File: config.mk
export PLATFORM = sky130hd
export DESIGN_NAME = bus_poll_scheduler_dead_node_exclusion_top
export DESIGN_NICKNAME = d
export VERILOG_FILES = /design/src/sv/bpsde_pkg.sv /design/src/sv/bpsde_store.sv /design/src/sv/bpsde_div.sv /design/src/sv/bus_poll_scheduler_dead_node_exclusion_top.sv
export VERILOG_INCLUDE_DIRS = /design/src /design/src/sv
export SDC_FILE = /design/constraint.sdc
export NUM_CORES = 1
export LEC_CHECK = 0
export ABC_AREA = 1
export BUFFER_PORTS_ARGS = -buffer_cell sky130_fd_sc_hd__buf_2
export CAP_MARGIN = 40
export CORE_MARGIN = 3
export CORE_UTILIZATION = 55
export CTS_CLUSTER_SIZE = 8
export DETAILED_ROUTE_END_ITERATION = 8
export GPL_TIMING_DRIVEN = 0
export PLACE_DENSITY = 0.7
export SKIP_CTS_REPAIR_TIMING = 1
export SYNTH_ARGS = -nofsm -noshare
export SYNTH_HDL_FRONTEND = slang
export SYNTH_SLANG_ARGS = --single-unit
export TNS_END_PERCENT = 10
File: constraint.sdc
create_clock -name aclk -period 14.25 [get_ports aclk]
set_input_delay 0.7125 -clock aclk [delete_from_list [all_inputs] [get_ports aclk]]
set_output_delay 0.7125 -clock aclk [all_outputs]
set_load 0.005 [all_outputs]
File: src/sv/bus_poll_scheduler_dead_node_exclusion_top_macros.svh
// ----------------------------------------------------------------------------
// Assertion macros for the poll scheduler
// Shared property forms, clocked on aclk and disabled during reset.
// ----------------------------------------------------------------------------
`ifndef BUS_POLL_SCHEDULER_DEAD_NODE_EXCLUSION_TOP_MACROS_SVH
`define BUS_POLL_SCHEDULER_DEAD_NODE_EXCLUSION_TOP_MACROS_SVH

// Consequent must hold in the same cycle as the antecedent.
`define BPSDE_ASSERT_IMP(label, ante, cons) \
    label: assert property (@(posedge aclk) disable iff (!aresetn) (ante) |-> (cons)) \
        else $error("poll scheduler check failed");

// Consequent must hold in the cycle after the antecedent.
`define BPSDE_ASSERT_NEXT(label, ante, cons) \
    label: assert property (@(posedge aclk) disable iff (!aresetn) (ante) |=> (cons)) \
        else $error("poll scheduler check failed");

`endif

File: src/sv/bpsde_pkg.sv
`timescale 1ns / 1ps
// ----------------------------------------------------------------------------
// bpsde_pkg
// Types, widths and constants shared by the poll scheduler modules.
// ----------------------------------------------------------------------------
package bpsde_pkg;

    localparam int DEF_MAX_CLIENT_ADDRESS = 31;

    localparam int CFG_IDX_W   = 2;
    localparam int CFG_DATA_W  = 16;
    localparam int COUNT_W     = 8;
    localparam int CLIENT_W    = 8;
    localparam int OFFLINE_W   = 9;
    localparam int INTERVAL_W  = 18;
    localparam int DIVIDEND_W  = 18;
    localparam int DIVISOR_W   = 9;
    localparam int ELAPSED_W   = 32;
    localparam int S_DATA_W    = 8;
    localparam int M_DATA_W    = 40;
    localparam int DIV_STEPS   = DIVIDEND_W;
    localparam int DIV_CNT_W   = $clog2(DIV_STEPS);

    localparam logic [9:0]  MS_PER_SECOND   = 10'd1000;
    localparam logic [7:0]  RST_ROUNDTRIP   = 8'd10;
    localparam logic [15:0] RST_MIN_INTERVAL = 16'd100;
    localparam logic [7:0]  RST_BAD_LIMIT   = 8'd5;

    typedef enum logic [CFG_IDX_W-1:0] {
        REG_ROUNDTRIP    = 2'd0,
        REG_MIN_INTERVAL = 2'd1,
        REG_BAD_LIMIT    = 2'd2
    } cfg_reg_t;

    typedef enum logic [2:0] {
        ST_IDLE,
        ST_SWEEP,
        ST_ADJUST,
        ST_DIVIDE_GO,
        ST_DIVIDE_WAIT,
        ST_FINISH
    } state_t;

    typedef struct packed {
        logic [2:0]            pad;
        logic [INTERVAL_W-1:0] poll_interval_ms;
        logic [OFFLINE_W-1:0]  offline_count;
        logic                  all_excluded;
        logic [CLIENT_W-1:0]   poll_client;
        logic                  poll_issue;
    } result_t;

endpackage

File: src/sv/bpsde_store.sv
`timescale 1ns / 1ps
// ----------------------------------------------------------------------------
// bpsde_store
// Failure count memory with one write and one registered read port. Entries
// never written since reset read as zero through per-entry valid bits.
// ----------------------------------------------------------------------------
module bpsde_store #(
    parameter int SLOTS = bpsde_pkg::DEF_MAX_CLIENT_ADDRESS + 1,
    parameter int AW    = $clog2(SLOTS)
) (
    input  logic                         aclk,
    input  logic                         aresetn,
    input  logic                         rd_en,
    input  logic [AW-1:0]                rd_addr,
    output logic [bpsde_pkg::COUNT_W-1:0] rd_data,
    input  logic                         wr_en,
    input  logic [AW-1:0]                wr_addr,
    input  logic [bpsde_pkg::COUNT_W-1:0] wr_data
);
    import bpsde_pkg::*;

    logic [COUNT_W-1:0] mem [0:SLOTS-1];
    logic [SLOTS-1:0]   valid_reg;
    logic [COUNT_W-1:0] rd_data_reg;
    logic               rd_valid_reg;

    always_ff @(posedge aclk) begin
        if (wr_en) begin
            mem[wr_addr] <= wr_data;
        end
        if (rd_en) begin
            rd_data_reg <= mem[rd_addr];
        end
    end

    always_ff @(posedge aclk) begin
        if (!aresetn) begin
            valid_reg    <= '0;
            rd_valid_reg <= 1'b0;
        end else begin
            if (wr_en) begin
                valid_reg[wr_addr] <= 1'b1;
            end
            if (rd_en) begin
                rd_valid_reg <= valid_reg[rd_addr];
            end
        end
    end

    assign rd_data = rd_valid_reg ? rd_data_reg : '0;

endmodule

File: src/sv/bpsde_div.sv
`timescale 1ns / 1ps
// ----------------------------------------------------------------------------
// bpsde_div
// Restoring divider, one quotient bit per cycle, for the poll interval.
// ----------------------------------------------------------------------------
module bpsde_div (
    input  logic                            aclk,
    input  logic                            aresetn,
    input  logic                            start,
    input  logic [bpsde_pkg::DIVIDEND_W-1:0] dividend,
    input  logic [bpsde_pkg::DIVISOR_W-1:0]  divisor,
    output logic                            done,
    output logic [bpsde_pkg::DIVIDEND_W-1:0] quotient
);
    import bpsde_pkg::*;

    logic [DIVIDEND_W-1:0] quo_reg, quo_next;
    logic [DIVISOR_W-1:0]  rem_reg, rem_next;
    logic [DIVISOR_W-1:0]  dsr_reg, dsr_next;
    logic [DIV_CNT_W-1:0]  cnt_reg, cnt_next;
    logic                  busy_reg, busy_next;
    logic                  done_reg, done_next;
    logic [DIVISOR_W:0]    trial;

    always_ff @(posedge aclk) begin
        quo_reg <= quo_next;
        rem_reg <= rem_next;
        dsr_reg <= dsr_next;
        cnt_reg <= cnt_next;
    end

    always_ff @(posedge aclk) begin
        if (!aresetn) begin
            busy_reg <= 1'b0;
            done_reg <= 1'b0;
        end else begin
            busy_reg <= busy_next;
            done_reg <= done_next;
        end
    end

    always_comb begin
        quo_next  = quo_reg;
        rem_next  = rem_reg;
        dsr_next  = dsr_reg;
        cnt_next  = cnt_reg;
        busy_next = busy_reg;
        done_next = 1'b0;
        trial     = {rem_reg, quo_reg[DIVIDEND_W-1]};
        if (start) begin
            quo_next  = dividend;
            rem_next  = '0;
            dsr_next  = divisor;
            cnt_next  = '0;
            busy_next = 1'b1;
        end else if (busy_reg) begin
            if (trial >= {1'b0, dsr_reg}) begin
                rem_next = DIVISOR_W'(trial - {1'b0, dsr_reg});
                quo_next = {quo_reg[DIVIDEND_W-2:0], 1'b1};
            end else begin
                rem_next = trial[DIVISOR_W-1:0];
                quo_next = {quo_reg[DIVIDEND_W-2:0], 1'b0};
            end
            if (cnt_reg == DIV_CNT_W'(DIV_STEPS - 1)) begin
                busy_next = 1'b0;
                done_next = 1'b1;
            end else begin
                cnt_next = cnt_reg + 1'b1;
            end
        end
    end

    assign done     = done_reg;
    assign quotient = quo_reg;

endmodule

File: src/sv/bus_poll_scheduler_dead_node_exclusion_top.sv
`timescale 1ns / 1ps
// A sweep reads every failure count once through the memory's single read
// port, counting excluded clients and finding the next usable one, then a
// restoring divider derives the poll interval. One word is worked on at a
// time; a finished result waits in the output register while the next word
// is accepted.
// ----------------------------------------------------------------------------
// bus_poll_scheduler_dead_node_exclusion_top
// Round-robin poll scheduler for a multidrop bus master with exclusion of
// clients whose failure count has reached the limit.
// ----------------------------------------------------------------------------
`include "bus_poll_scheduler_dead_node_exclusion_top_macros.svh"

module bus_poll_scheduler_dead_node_exclusion_top #(
    parameter int MAX_CLIENT_ADDRESS = bpsde_pkg::DEF_MAX_CLIENT_ADDRESS
) (
    input  logic                             aclk,
    input  logic                             aresetn,
    input  logic                             s_tvalid,
    output logic                             s_tready,
    input  logic [bpsde_pkg::S_DATA_W-1:0]   s_tdata,  // [0] responded
    input  logic                             s_tuser,  // [0] mode
    output logic                             m_tvalid,
    input  logic                             m_tready,
    // [0] poll_issue, [8:1] poll_client, [9] all_excluded,
    // [18:10] offline_count, [36:19] poll_interval_ms
    output logic [bpsde_pkg::M_DATA_W-1:0]   m_tdata,
    input  logic                             cfg_wen,
    input  logic [bpsde_pkg::CFG_IDX_W-1:0]  cfg_index,
    input  logic [bpsde_pkg::CFG_DATA_W-1:0] cfg_wdata
);
    import bpsde_pkg::*;

    localparam int SLOTS = MAX_CLIENT_ADDRESS + 1;
    localparam int AW    = $clog2(SLOTS);
    localparam logic [AW-1:0]        LAST_ADDR  = AW'(MAX_CLIENT_ADDRESS);
    localparam logic [OFFLINE_W-1:0] SLOTS_CNT  = OFFLINE_W'(SLOTS);
    localparam logic [ELAPSED_W-1:0] ELAPSED_MAX = '1;

    state_t state_reg, state_next;

    logic [7:0]  roundtrip_reg;
    logic [15:0] min_interval_reg;
    logic [7:0]  limit_reg;

    logic              mode_reg, mode_next;
    logic              resp_reg, resp_next;
    logic [AW-1:0]     rd_addr_reg, rd_addr_next;
    logic              issuing_reg, issuing_next;
    logic              rd_pend_reg, rd_pend_next;
    logic [AW-1:0]     rd_idx_reg, rd_idx_next;
    logic [OFFLINE_W-1:0] off_reg, off_next;
    logic              found_reg, found_next;
    logic [AW-1:0]     found_idx_reg, found_idx_next;
    logic [COUNT_W-1:0] cur_reg, cur_next;
    logic [COUNT_W-1:0] wval_reg, wval_next;
    logic [AW-1:0]     next_client_reg, next_client_next;
    logic [ELAPSED_W-1:0] elapsed_reg, elapsed_next;
    logic              awaiting_reg, awaiting_next;
    result_t           result_reg, result_next;
    logic              m_valid_reg, m_valid_next;

    logic [COUNT_W-1:0]    rd_data;
    logic                  mem_we;
    logic                  div_start;
    logic                  div_done;
    logic [DIVIDEND_W-1:0] div_q;
    logic [DIVIDEND_W-1:0] dividend;
    logic [DIVISOR_W-1:0]  alive;
    logic [INTERVAL_W-1:0] interval;
    logic                  rd_ex;
    logic                  upd;
    logic [COUNT_W:0]      inc;
    logic [COUNT_W-1:0]    sat;
    logic                  old_ex;
    logic                  new_ex;
    logic [ELAPSED_W-1:0]  el_inc;
    logic                  load;
    logic                  issue_c;
    logic                  accept;

    bpsde_store #(
        .SLOTS (SLOTS),
        .AW    (AW)
    ) u_store (
        .aclk    (aclk),
        .aresetn (aresetn),
        .rd_en   (issuing_reg),
        .rd_addr (rd_addr_reg),
        .rd_data (rd_data),
        .wr_en   (mem_we),
        .wr_addr (next_client_reg),
        .wr_data (wval_reg)
    );

    bpsde_div u_div (
        .aclk     (aclk),
        .aresetn  (aresetn),
        .start    (div_start),
        .dividend (dividend),
        .divisor  (alive),
        .done     (div_done),
        .quotient (div_q)
    );

    assign dividend = DIVIDEND_W'(roundtrip_reg) * DIVIDEND_W'(MS_PER_SECOND);
    assign alive    = (off_reg == SLOTS_CNT) ? DIVISOR_W'(1) : DIVISOR_W'(SLOTS_CNT - off_reg);
    assign interval = (div_q < DIVIDEND_W'(min_interval_reg)) ?
                      INTERVAL_W'(min_interval_reg) : INTERVAL_W'(div_q);
    assign rd_ex    = rd_data >= limit_reg;
    assign upd      = mode_reg && awaiting_reg && !resp_reg;
    assign inc      = {1'b0, cur_reg} + 1'b1;
    assign sat      = (inc >= {1'b0, limit_reg}) ? limit_reg : inc[COUNT_W-1:0];
    assign old_ex   = cur_reg >= limit_reg;
    assign new_ex   = sat >= limit_reg;
    assign el_inc   = (elapsed_reg == ELAPSED_MAX) ? elapsed_reg : elapsed_reg + 1'b1;
    assign accept   = s_tvalid && s_tready;
    assign load     = (state_reg == ST_FINISH) && (!m_valid_reg || m_tready);
    assign issue_c  = !mode_reg && !awaiting_reg && (el_inc > ELAPSED_W'(interval)) &&
                      found_reg;
    assign mem_we   = load && upd;

    always_ff @(posedge aclk) begin
        if (!aresetn) begin
            roundtrip_reg    <= RST_ROUNDTRIP;
            min_interval_reg <= RST_MIN_INTERVAL;
            limit_reg        <= RST_BAD_LIMIT;
        end else if (cfg_wen) begin
            case (cfg_index)
                REG_ROUNDTRIP:    roundtrip_reg    <= cfg_wdata[7:0];
                REG_MIN_INTERVAL: min_interval_reg <= cfg_wdata;
                REG_BAD_LIMIT:    limit_reg        <= cfg_wdata[7:0];
                default: ;
            endcase
        end
    end

    always_ff @(posedge aclk) begin
        if (!aresetn) begin
            state_reg       <= ST_IDLE;
            issuing_reg     <= 1'b0;
            rd_pend_reg     <= 1'b0;
            next_client_reg <= '0;
            elapsed_reg     <= '0;
            awaiting_reg    <= 1'b0;
            m_valid_reg     <= 1'b0;
        end else begin
            state_reg       <= state_next;
            issuing_reg     <= issuing_next;
            rd_pend_reg     <= rd_pend_next;
            next_client_reg <= next_client_next;
            elapsed_reg     <= elapsed_next;
            awaiting_reg    <= awaiting_next;
            m_valid_reg     <= m_valid_next;
        end
    end

    always_ff @(posedge aclk) begin
        mode_reg      <= mode_next;
        resp_reg      <= resp_next;
        rd_addr_reg   <= rd_addr_next;
        rd_idx_reg    <= rd_idx_next;
        off_reg       <= off_next;
        found_reg     <= found_next;
        found_idx_reg <= found_idx_next;
        cur_reg       <= cur_next;
        wval_reg      <= wval_next;
        result_reg    <= result_next;
    end

    always_comb begin
        state_next       = state_reg;
        mode_next        = mode_reg;
        resp_next        = resp_reg;
        rd_addr_next     = rd_addr_reg;
        issuing_next     = issuing_reg;
        rd_pend_next     = 1'b0;
        rd_idx_next      = rd_addr_reg;
        off_next         = off_reg;
        found_next       = found_reg;
        found_idx_next   = found_idx_reg;
        cur_next         = cur_reg;
        wval_next        = wval_reg;
        next_client_next = next_client_reg;
        elapsed_next     = elapsed_reg;
        awaiting_next    = awaiting_reg;
        result_next      = result_reg;
        m_valid_next     = m_valid_reg && !m_tready;
        div_start        = 1'b0;
        case (state_reg)
            ST_IDLE: begin
                if (accept) begin
                    mode_next    = s_tuser;
                    resp_next    = s_tdata[0];
                    rd_addr_next = '0;
                    issuing_next = 1'b1;
                    off_next     = '0;
                    found_next   = 1'b0;
                    cur_next     = '0;
                    state_next   = ST_SWEEP;
                end
            end
            ST_SWEEP: begin
                if (issuing_reg) begin
                    rd_pend_next = 1'b1;
                    if (rd_addr_reg == LAST_ADDR) begin
                        issuing_next = 1'b0;
                    end else begin
                        rd_addr_next = rd_addr_reg + 1'b1;
                    end
                end
                if (rd_pend_reg) begin
                    off_next = off_reg + OFFLINE_W'(rd_ex);
                    if (!found_reg && !rd_ex && rd_idx_reg >= next_client_reg) begin
                        found_next     = 1'b1;
                        found_idx_next = rd_idx_reg;
                    end
                    if (rd_idx_reg == next_client_reg) begin
                        cur_next = rd_data;
                    end
                end
                if (!issuing_reg && !rd_pend_reg) begin
                    state_next = ST_ADJUST;
                end
            end
            ST_ADJUST: begin
                wval_next = sat;
                if (upd) begin
                    off_next = off_reg - OFFLINE_W'(old_ex) + OFFLINE_W'(new_ex);
                end
                state_next = ST_DIVIDE_GO;
            end
            ST_DIVIDE_GO: begin
                div_start  = 1'b1;
                state_next = ST_DIVIDE_WAIT;
            end
            ST_DIVIDE_WAIT: begin
                if (div_done) begin
                    state_next = ST_FINISH;
                end
            end
            ST_FINISH: begin
                if (load) begin
                    result_next                  = '0;
                    result_next.offline_count    = off_reg;
                    result_next.poll_interval_ms = interval;
                    if (!mode_reg) begin
                        elapsed_next = el_inc;
                        if (!awaiting_reg && el_inc > ELAPSED_W'(interval)) begin
                            if (found_reg) begin
                                next_client_next       = found_idx_reg;
                                awaiting_next          = 1'b1;
                                result_next.poll_issue  = 1'b1;
                                result_next.poll_client = CLIENT_W'(found_idx_reg);
                            end else begin
                                next_client_next         = '0;
                                result_next.all_excluded = 1'b1;
                            end
                        end
                    end else if (awaiting_reg) begin
                        next_client_next = (next_client_reg == LAST_ADDR) ?
                                           '0 : next_client_reg + 1'b1;
                        elapsed_next     = '0;
                        awaiting_next    = 1'b0;
                    end
                    m_valid_next = 1'b1;
                    state_next   = ST_IDLE;
                end
            end
            default: begin
                state_next = ST_IDLE;
            end
        endcase
    end

    assign s_tready = (state_reg == ST_IDLE);
    assign m_tvalid = m_valid_reg;
    assign m_tdata  = result_reg;

    `BPSDE_ASSERT_NEXT(a_issue_sets_wait, load && issue_c, awaiting_reg)
    `BPSDE_ASSERT_IMP(a_issue_or_none, m_valid_reg, !(result_reg.poll_issue && result_reg.all_excluded))
    `BPSDE_ASSERT_IMP(a_write_at_finish, mem_we, state_reg == ST_FINISH)
    `BPSDE_ASSERT_IMP(a_offline_range, m_valid_reg, result_reg.offline_count <= SLOTS_CNT)
    `BPSDE_ASSERT_IMP(a_ready_quiet, s_tready, !rd_pend_reg && !issuing_reg)

endmodule

Word level (Yosys, flattened, before mapping)
Memory sizes are Yosys's and may differ from the RTL's. A register that Yosys moved wholly into a read port is not among the register bits.
Index checks and enable logic that the tools add are counted.
Widths: inputs -> output; s select.
- input port bits: 32
- bits in registers: 232
- logic and storage cells: 193
- memories kept: 1
- RAM bits: 256
- output and inout bits: 42
- memories (name ; depth ; width ; rd ports ; clocked after memory_dff ; wr ports ; RTL line ; text):
    u_store.mem ; 32 ; 8 ; 1 ; 1 ; 1 ; bpsde_store.sv:22 ; logic [COUNT_W-1:0] mem [0:SLOTS-1];
- add/subtract/negate cells: 10
- reduce and logical (&&, ||, !) cells: 47
- mux-type cells: 59
- bitwise operators: 6
- equality and inequality tests: 24
- $lt $le $gt $ge: 11
- $mul: 1
- operators by type and width (kind ; number):
    $mux 32 ; 3
    $mux 18 ; 3
    $mux 5 ; 8
    $mux 8 ; 5
    $mux 9 ; 4
    $add 32x1->32 const B ; 1
    $eq 32x32->1 const B ; 1
    $gt 32x18->1 ; 1
    $or 32x32->32 ; 1
    $reduce_and 4->1 ; 7
    $pmux 9 s3 ; 1
    $ge 8x8->1 ; 3
    $mux 1 ; 24
    $add 9x1->9 ; 2
    $lt 18x16->1 ; 1
    $pmux 3 s6 ; 1
    $ne 2x2->1 const B ; 8
    $pmux 8 s2 ; 1
    $reduce_and 2->1 ; 8
    $add 5x1->5 const B ; 3
    $eq 5x5->1 const B ; 3
    $mul 8x7->15 const B ; 1
    $lt 5x6->1 const B ; 2
    $mux 3 ; 4
    31 further kinds ; 62

Logic depth before layout (Yosys ltp)
Gate-level depths: netlist of the first run.
- depth after elaboration: 8
- depth in mapped cells: 40
- mapped depth without buffers: 40

Cells and area by module
From an unflattened synthesis of the first run, not the netlist that was laid out.
- cells, all modules: 2699
- area total of the unflattened synthesis: 24994.0 um2
- modules (own cells, without submodules) (module ; area each (um2) ; instances ; seq. area each (um2) ; cells each):
    bpsde_store ; 12016.5 ; 1 ; 8588.2 ; 1079
    bus_poll_scheduler_dead_node_exclusion_top ; 10719.0 ; 1 ; 3783.6 ; 1347
    bpsde_div ; 2258.4 ; 1 ; 1131.1 ; 273

Least setup slack after synthesis of the first run
Ideal clock, no wire load.
- path kind: reg2reg
- from: reg cur_reg[0]
- to: reg off_reg[8] (data pin)
- data required time: 13.988 ns
- cell stages (with the launch flop): 39
- slack: 8.795 ns
- data arrival time: 5.193 ns
- buffers on the path: 1
- period minus slack after synthesis: 5.455 ns
- setup time: 0.262 ns
- cell sequence: edfxtp_1 -> ha_1 -> nand3_1 -> inv_1 -> nand3_1 -> xor2_1 -> inv_1 -> ha_1 -> a21oi_1 -> nand2_1 -> a21o_1 -> nor2_1 -> clkbuf_1 -> nand2_1 -> o21ai_0 -> ha_1 -> a21boi_0 -> o21a_1 -> [3 not listed] -> a21oi_1 -> nor2_1 -> a211oi_1 -> ha_1 -> inv_1 -> ha_1 -> fa_1 -> inv_1 -> nor2_1 -> nor2_1 -> o21bai_1 -> a21oi_1 -> o21ai_0 -> nand2_1 -> nand2_1 -> a21oi_1 -> xor2_1 -> o21ai_0
- longest elaborated chain between the ends: 7
- elaborated cells on any way between the ends: 9
- those cells by class: 3 x add/sub; 3 x order compare; 3 x mux
- ends and longest elaborated chain (element ; RTL line ; text):
    start, declared ; bus_poll_scheduler_dead_node_exclusion_top.sv:55 ; logic [COUNT_W-1:0] cur_reg, cur_next;
    start signal, assigned ; bus_poll_scheduler_dead_node_exclusion_top.sv:166 ; cur_reg <= cur_next;
    $add 8x1->9 * ; bus_poll_scheduler_dead_node_exclusion_top.sv:112 ; assign inc = {1'b0, cur_reg} + 1'b1;
    $ge 9x8->1 ; bus_poll_scheduler_dead_node_exclusion_top.sv:113 ; assign sat = (inc >= {1'b0, limit_reg}) ? limit_reg : inc[COUNT_W-1:0];
    $mux 8 * ; bus_poll_scheduler_dead_node_exclusion_top.sv:113 ;
    via sat[1] ; bus_poll_scheduler_dead_node_exclusion_top.sv:74 ; logic [COUNT_W-1:0] sat;
    $ge 8x8->1 * ; bus_poll_scheduler_dead_node_exclusion_top.sv:115 ; assign new_ex = sat >= limit_reg;
    $add 9x1->9 * ; bus_poll_scheduler_dead_node_exclusion_top.sv:229 ; off_next = off_reg - OFFLINE_W'(old_ex) + OFFLINE_W'(new_ex);
    $mux 9 * ; bus_poll_scheduler_dead_node_exclusion_top.sv:228 ; if (upd) begin
    $pmux 9 s3 * ; bus_poll_scheduler_dead_node_exclusion_top.sv:190 ; case (state_reg)
    via off_next[8] ; bus_poll_scheduler_dead_node_exclusion_top.sv:52 ; logic [OFFLINE_W-1:0] off_reg, off_next;
    end signal, assigned ; bus_poll_scheduler_dead_node_exclusion_top.sv:163 ; off_reg <= off_next;
    end, declared ; bus_poll_scheduler_dead_node_exclusion_top.sv:52 ;
The timed path passes the listed nets; every way through them passes the cells marked *. The select of a mux whose other input is x is not followed.
A chain may end at the register's enable or synchronous reset.

Worst setup path after layout of the first run
Ends and elaborated chain as after synthesis.

==> impl_metrics.py, run 1 <==
metrics = {
    "clock_network": {
        "root_buffer": "clkbuf_16",
        "cts.sinks": 493,
        "cts_tree": "built",
        "cts_buffer_depth": 3,
        "cts_htree_levels": 3,
        "clkSlewWorstSetupHoldPaths_ns": 0.05,
        "clk_latency_ns": 0.60,
        "cts_made_buffers": 71,
    },
    "detailed_routing": {
        "wl_um": 67700,
        "drtAntennaViolNets": 0,
        "via_per_inst": 5.82,
        "first_pass_iters": 8,
        "wl_per_cell_um": 20.6,
        "drtIter0Drc": 2107,
        "drc": 0,
        "routed-via-count": 19162,
    },
    "timing": {
        "fin_skew_ns": 0.0206,
        "period_needed_ns": 6.41,
        "relSlewSlack": 0.429,
        "tightest_slew_ns": 0.849,
        "rsz0062_at_grt": "false",
        "maxSlewViolCount": 0,
        "timing.fmax_ghz": 0.156,
        "hold_violations": 0,
        "setup_violations": 0,
        "finalSetupTns_ns": 0,
        "period_share": 0.450,
    },
    "synthesis": {
        "synth_edf_count": 360,
        "async_flop_share": 0,
        "yosys_warnings": 0,
        "ys_seq_area_frac": 0.555,
        "ys.flop_type": "edfxtp_1",
        "syn_area_per_cell_um2": 9.78,
        "ys_ff_latch": 493,
        "synth_top_cells_by_area": "edfxtp_1, dfxtp_1, ha_1",
        "synth_area_um2": 24300,
        "synth_top_area_frac": 0.445,
        "yosys.area.top_type": "edfxtp_1",
        "synth_cell_types": 54,
        "synthCells": 2484,
    },
    "critical_path": {
        "cp.required_ns": 14.58,
        "crit_type": "reg -> reg",
        "critPathSlowestCell": "edfxtp_1",
        "crit_arrival_ns": 6.74,
        "setup.worst_path.start_class": "flip-flop",
        "path_common_cell": "nand2_1",
        "cpPeakStageDelay_ns": 0.45,
        "cp-end-kind": "flip-flop",
        "crit_fanout": 10,
    },
    "global_route": {
        "antenna_found_initial": 1,
        "grt_max_degree": 28,
        "grt.total_usage": 0.288,
        "grt_overflow_total": 0,
        "grt_pass1_wl_um": 104000,
        "grt_pass1_vias": 18707,
    },
    "die": {
        "initial_core_util": 0.560,
        "ios": 74,
        "die_w_um": 216,
        "dieArea_um2": 46700,
        "coreArea_um2": 43400,
        "rows": 76,
        "chipHeight_um": 216,
    },
    "status": {
        "outcome": "finished, final reports clean",
    },
    "final_layout": {
        "synthToLayoutAreaGrowth_pct": 14.9,
        "finalNetCount": 2875,
        "fillers": 3514,
        "largest_register": "u_store.mem",
        "largest_register_ffs": 256,
        "final_cell_mix": "nor2_1, edfxtp_1, nand2_1, o21ai_0, inv_1",
        "layout.cells.non_filler": 3290,
        "drive_gt1_frac": 0.0824,
        "layout_commonest_cell": "nor2_1",
        "final_area_um2": 27900,
        "utilization": 0.644,
        "n_antenna_cell": 0,
    },
    "power": {
        "leakage_nw": 10.9,
        "p_per_area_nw_per_um2": 177,
        "irDropWorstVdd_v": 0.000119,
    },
    "placement": {
        "routabilityCongestion": 0.919,
        "hpwl_um": 49800,
        "place_area_um2": 25900,
        "port_buffers": 60,
        "dp_cells": 3180,
    },
    "hold_path": {
        "hold_class": "in -> reg",
    },
    "job": {
        "cap_viol_max_count": 0,
    },
}
[metrics by stage]
| step | power (W) | hold WS, ns | setup WS, ns |
|---|---|---|---|
| after floorplan | 0.00282 | 0.346 | 8.80 |
| after global placement | 0.00330 | 0.362 | 8.16 |
| after detailed placement | 0.00338 | 0.355 | 7.99 |
| after CTS | 0.00492 | 0.285 | 7.91 |
| after global routing | 0.00519 | 0.293 | 7.21 |
| final | 0.00493 | 0.303 | 7.84 |
[worst paths after layout]
check / startpoint / to / slack, ns / cells past startpoint
max: cur_reg[0] / off_reg[8] / 7.84 / 38
min: s_tdata[0] / resp_reg / 0.30 / 1
max reg2reg: cur_reg[0] / off_reg[8] / 7.84 / 38
min reg2reg: rd_addr_reg[3] / rd_idx_reg[3] / 0.37 / 0
[per-layer routing]
| metal | track usage | vias up | share of wire |
|---|---|---|---|
| li1 | - | 8942 | - |
| met1 | 0.370 | 9160 | 0.40 |
| met2 | 0.472 | 862 | 0.47 |
| met3 | 0.0628 | 196 | 0.085 |
| met4 | 0.129 | 2 | 0.046 |
| met5 | 0 | - | 0.00013 |
[Yosys cell counts (all sizes together) (3+ instances only)]
| cell type | number |
|---|---|
| xor2 | 24 |
| nor3 | 26 |
| nand4 | 10 |
| ha | 151 |
| buf | 12 |
| nor3b | 4 |
| o21bai | 3 |
| o221a | 3 |
| o211ai | 10 |
| o22ai | 40 |
| clkbuf | 89 |
| nand3 | 68 |
| o221ai | 44 |
| inv | 244 |
| edfxtp | 360 |
| o21a | 22 |
| clkinv | 4 |
| nand2 | 359 |
| a32oi | 6 |
| a21oi | 131 |
| a21boi | 4 |
| nand3b | 3 |
| dfxtp | 133 |
| fa | 24 |
| a31oi | 11 |
| o21ai | 270 |
| nor2 | 388 |
| xnor2 | 17 |
[worst max-delay path, delay by kind of cell (launching register included)]
| kind | cells | cell delay [ns] |
|---|---|---|
| AO/OA/AOI/OAI | 14 | 2.16 |
| XOR/XNOR | 2 | 0.30 |
| adder cells (fa/ha/maj) | 6 | 1.48 |
| buffers and inverters | 4 | 0.52 |
| flip-flops | 1 | 0.45 |
| AND/OR/NAND/NOR | 12 | 1.22 |
[power by group]
group | internal [W] | leakage, nW | total [W] | switching (W)
sequential | 0.00172 | 4.36 | 0.00184 | 0.000112
clock | 0.000935 | 0.973 | 0.00154 | 0.000608
combinational | 0.000493 | 5.62 | 0.00155 | 0.00106
[layout make-up]
class / instances / area [um^2] / area share
well taps: 585 / 732 / 0.0262
clock inverters: 5 / 85.1 / 0.00305
flip-flops and latches: 493 / 13500 / 0.483
multi-input cells: 1647 / 9500 / 0.340
repair buffers: 106 / 843 / 0.0302
inverters: 248 / 931 / 0.0333
clock buffers: 105 / 1940 / 0.0693
plain buffers: 101 / 413 / 0.0148
[cells by family after synthesis]
family	synth area share
and+or+nand+nor	0.144
AOI/OAI and AO/OA	0.134
DFF	0.555
buffers and inverters	0.0553
adders and majority gates	0.0976
xor gates and xnor gates	0.0148
other	0.000154
(Power assumes the default switching activity.)
==> inputs of run 2 (changes only) <==
==> constraint.sdc (replaced) <==
create_clock -name aclk -period 6.4 [get_ports aclk]
set_input_delay 0.32 -clock aclk [delete_from_list [all_inputs] [get_ports aclk]]
set_output_delay 0.32 -clock aclk [all_outputs]
set_load 0.005 [all_outputs]
==> run 2 against run 1 <==
Effect of this change: combinational power grew 130%; critical path depth grew 1; count of clock-buffer cells in the layout is the same; clock skew grew 0.0017 ns; die area is the same; clock power grew 120%; worst setup slack lost 7.4 ns; sequential power grew 120%; global-route usage is the same; cell area grew 0.31%; final cell count grew 0.24%; highest routed layer is now met4.
==> impl_metrics.py, run 2 (same netlist as run 1, synthesis figures left out) <==
metrics = {
    "global_route": {
        "grt_overflow_total": 0,
        "grt_pass1_wl_um": 104000,
        "grt_max_degree": 28,
        "grt.total_usage": 0.288,
        "antenna_found_initial": 0,
        "grt_pass1_vias": 18707,
    },
    "final_layout": {
        "finalNetCount": 2883,
        "largest_register_ffs": 256,
        "drive_gt1_frac": 0.0859,
        "final_cell_mix": "nor2_1, edfxtp_1, nand2_1, o21ai_0, inv_1",
        "layout_commonest_cell": "nor2_1",
        "layout.cells.non_filler": 3298,
        "synthToLayoutAreaGrowth_pct": 15.3,
        "n_antenna_cell": 0,
        "largest_register": "u_store.mem",
    },
    "clock_network": {
        "cts.sinks": 493,
        "root_buffer": "clkbuf_16",
        "clkSlewWorstSetupHoldPaths_ns": 0.05,
        "cts_htree_levels": 3,
        "cts_tree": "built",
        "clk_latency_ns": 0.60,
        "cts_made_buffers": 71,
        "cts_buffer_depth": 3,
    },
    "timing": {
        "timing.fmax_ghz": 0.169,
        "setup_violations": 0,
        "maxSlewViolCount": 0,
        "period_share": 0.926,
        "finalSetupTns_ns": 0,
        "tightest_slew_ns": 0.844,
        "fin_skew_ns": 0.0223,
        "rsz0062_at_grt": "false",
        "period_needed_ns": 5.93,
        "relSlewSlack": 0.433,
        "hold_violations": 0,
    },
    "detailed_routing": {
        "wl_um": 67900,
        "wl_per_cell_um": 20.6,
        "first_pass_iters": 8,
        "via_per_inst": 5.81,
        "drc": 0,
        "drtIter0Drc": 2026,
        "routed-via-count": 19175,
        "drtAntennaViolNets": 0,
    },
    "power": {
        "power.total_w": 0.0110,
        "p_per_area_nw_per_um2": 394,
        "irDropWorstVdd_v": 0.000265,
        "leakage_nw": 11.0,
    },
    "critical_path": {
        "path_common_cell": "inv_1",
        "crit_fanout": 4,
        "crit_family": "compound AO/OA/AOI/OAI gates",
        "path_buf_inv": 7,
        "crit_type": "reg -> reg",
        "cp.required_ns": 6.73,
        "critPathSlowestCell": "edfxtp_1",
        "cpPeakStageDelay_ns": 0.43,
        "cp-end-kind": "flip-flop",
        "setup.worst_path.start_class": "flip-flop",
        "crit_arrival_ns": 6.26,
    },
    "die": {
        "initial_core_util": 0.560,
        "coreArea_um2": 43400,
        "rows": 76,
        "ios": 74,
        "die_w_um": 216,
        "chipHeight_um": 216,
        "dieArea_um2": 46700,
    },
    "placement": {
        "hpwl_um": 49800,
        "dp_cells": 3180,
        "port_buffers": 60,
        "routabilityCongestion": 0.919,
    },
    "hold_path": {
        "hold_class": "in -> reg",
    },
    "job": {
        "cap_viol_max_count": 0,
    },
    "status": {
        "outcome": "finished, final reports clean",
    },
}
-- run 2: cell count changes in the layout (fill, tap and decap cells not counted), moves of 2 or more --
cell           change
o21ai_0            -3
o21ai_1            +2
dlygate4sd3_1      +2
buf_4              +6
-- run 2: cell type report --
class,instances,area [um^2]
multi-input combinational,1647,9520
buffer,101,420
timing repair buffer,114,908
clock inverter,5,85.1
fill,3502,15400
tap,585,732
inverter,248,931
sequential,493,13500
clock buffer,105,1940
-- run 2: worst reg2reg max path: cells and delay by family (launching register included) --
kind / cells / cell delay [ns]
adders and majority gates: 6 / 1.57
DFF: 1 / 0.43
AOI/OAI and AO/OA: 14 / 2.01
xor gates and xnor gates: 2 / 0.31
and+or+nand+nor: 10 / 0.90
buffers and inverters: 7 / 0.43
-- run 2: path summary, 6_finish.rpt --
path / start / endpoint / slack (ns) / cells past startpoint
min reg2reg: rd_addr_reg[3] / rd_idx_reg[3] / 0.37 / 0
min: cfg_wdata[15] / min_interval_reg[15] / 0.03 / 3
max reg2reg: cur_reg[0] / off_reg[8] / 0.47 / 39
max: cur_reg[0] / off_reg[8] / 0.47 / 39
-- run 2: where the power goes --
| group | internal, W | leakage [nW] | total (W) | switching [W] |
|---|---|---|---|---|
| sequential | 0.00384 | 4.36 | 0.00409 | 0.000249 |
| clock | 0.00208 | 0.973 | 0.00344 | 0.00135 |
| combinational | 0.00112 | 5.66 | 0.00350 | 0.00238 |
| total | 0.00705 | 11.0 | 0.0110 | 0.00398 |
-- run 2: metal layers --
layer  GRT usage  share of wire
met1       0.370           0.40
met2       0.472           0.47
met3      0.0628          0.089
met4       0.129          0.048
met5           0              0
-- run 2: stage by stage --
stage,worst slack [ns],hold WS (ns),util,cell area [um^2]
final,0.471,0.0254,0.646,28000
after global routing,0.00435,0.0263,0.646,28000
after global placement,0.308,0.362,0.584,25300
after floorplan,0.945,0.346,-,24300
after CTS,0.0584,-0.108,0.644,27900
after detailed placement,0.144,0.355,0.597,25900
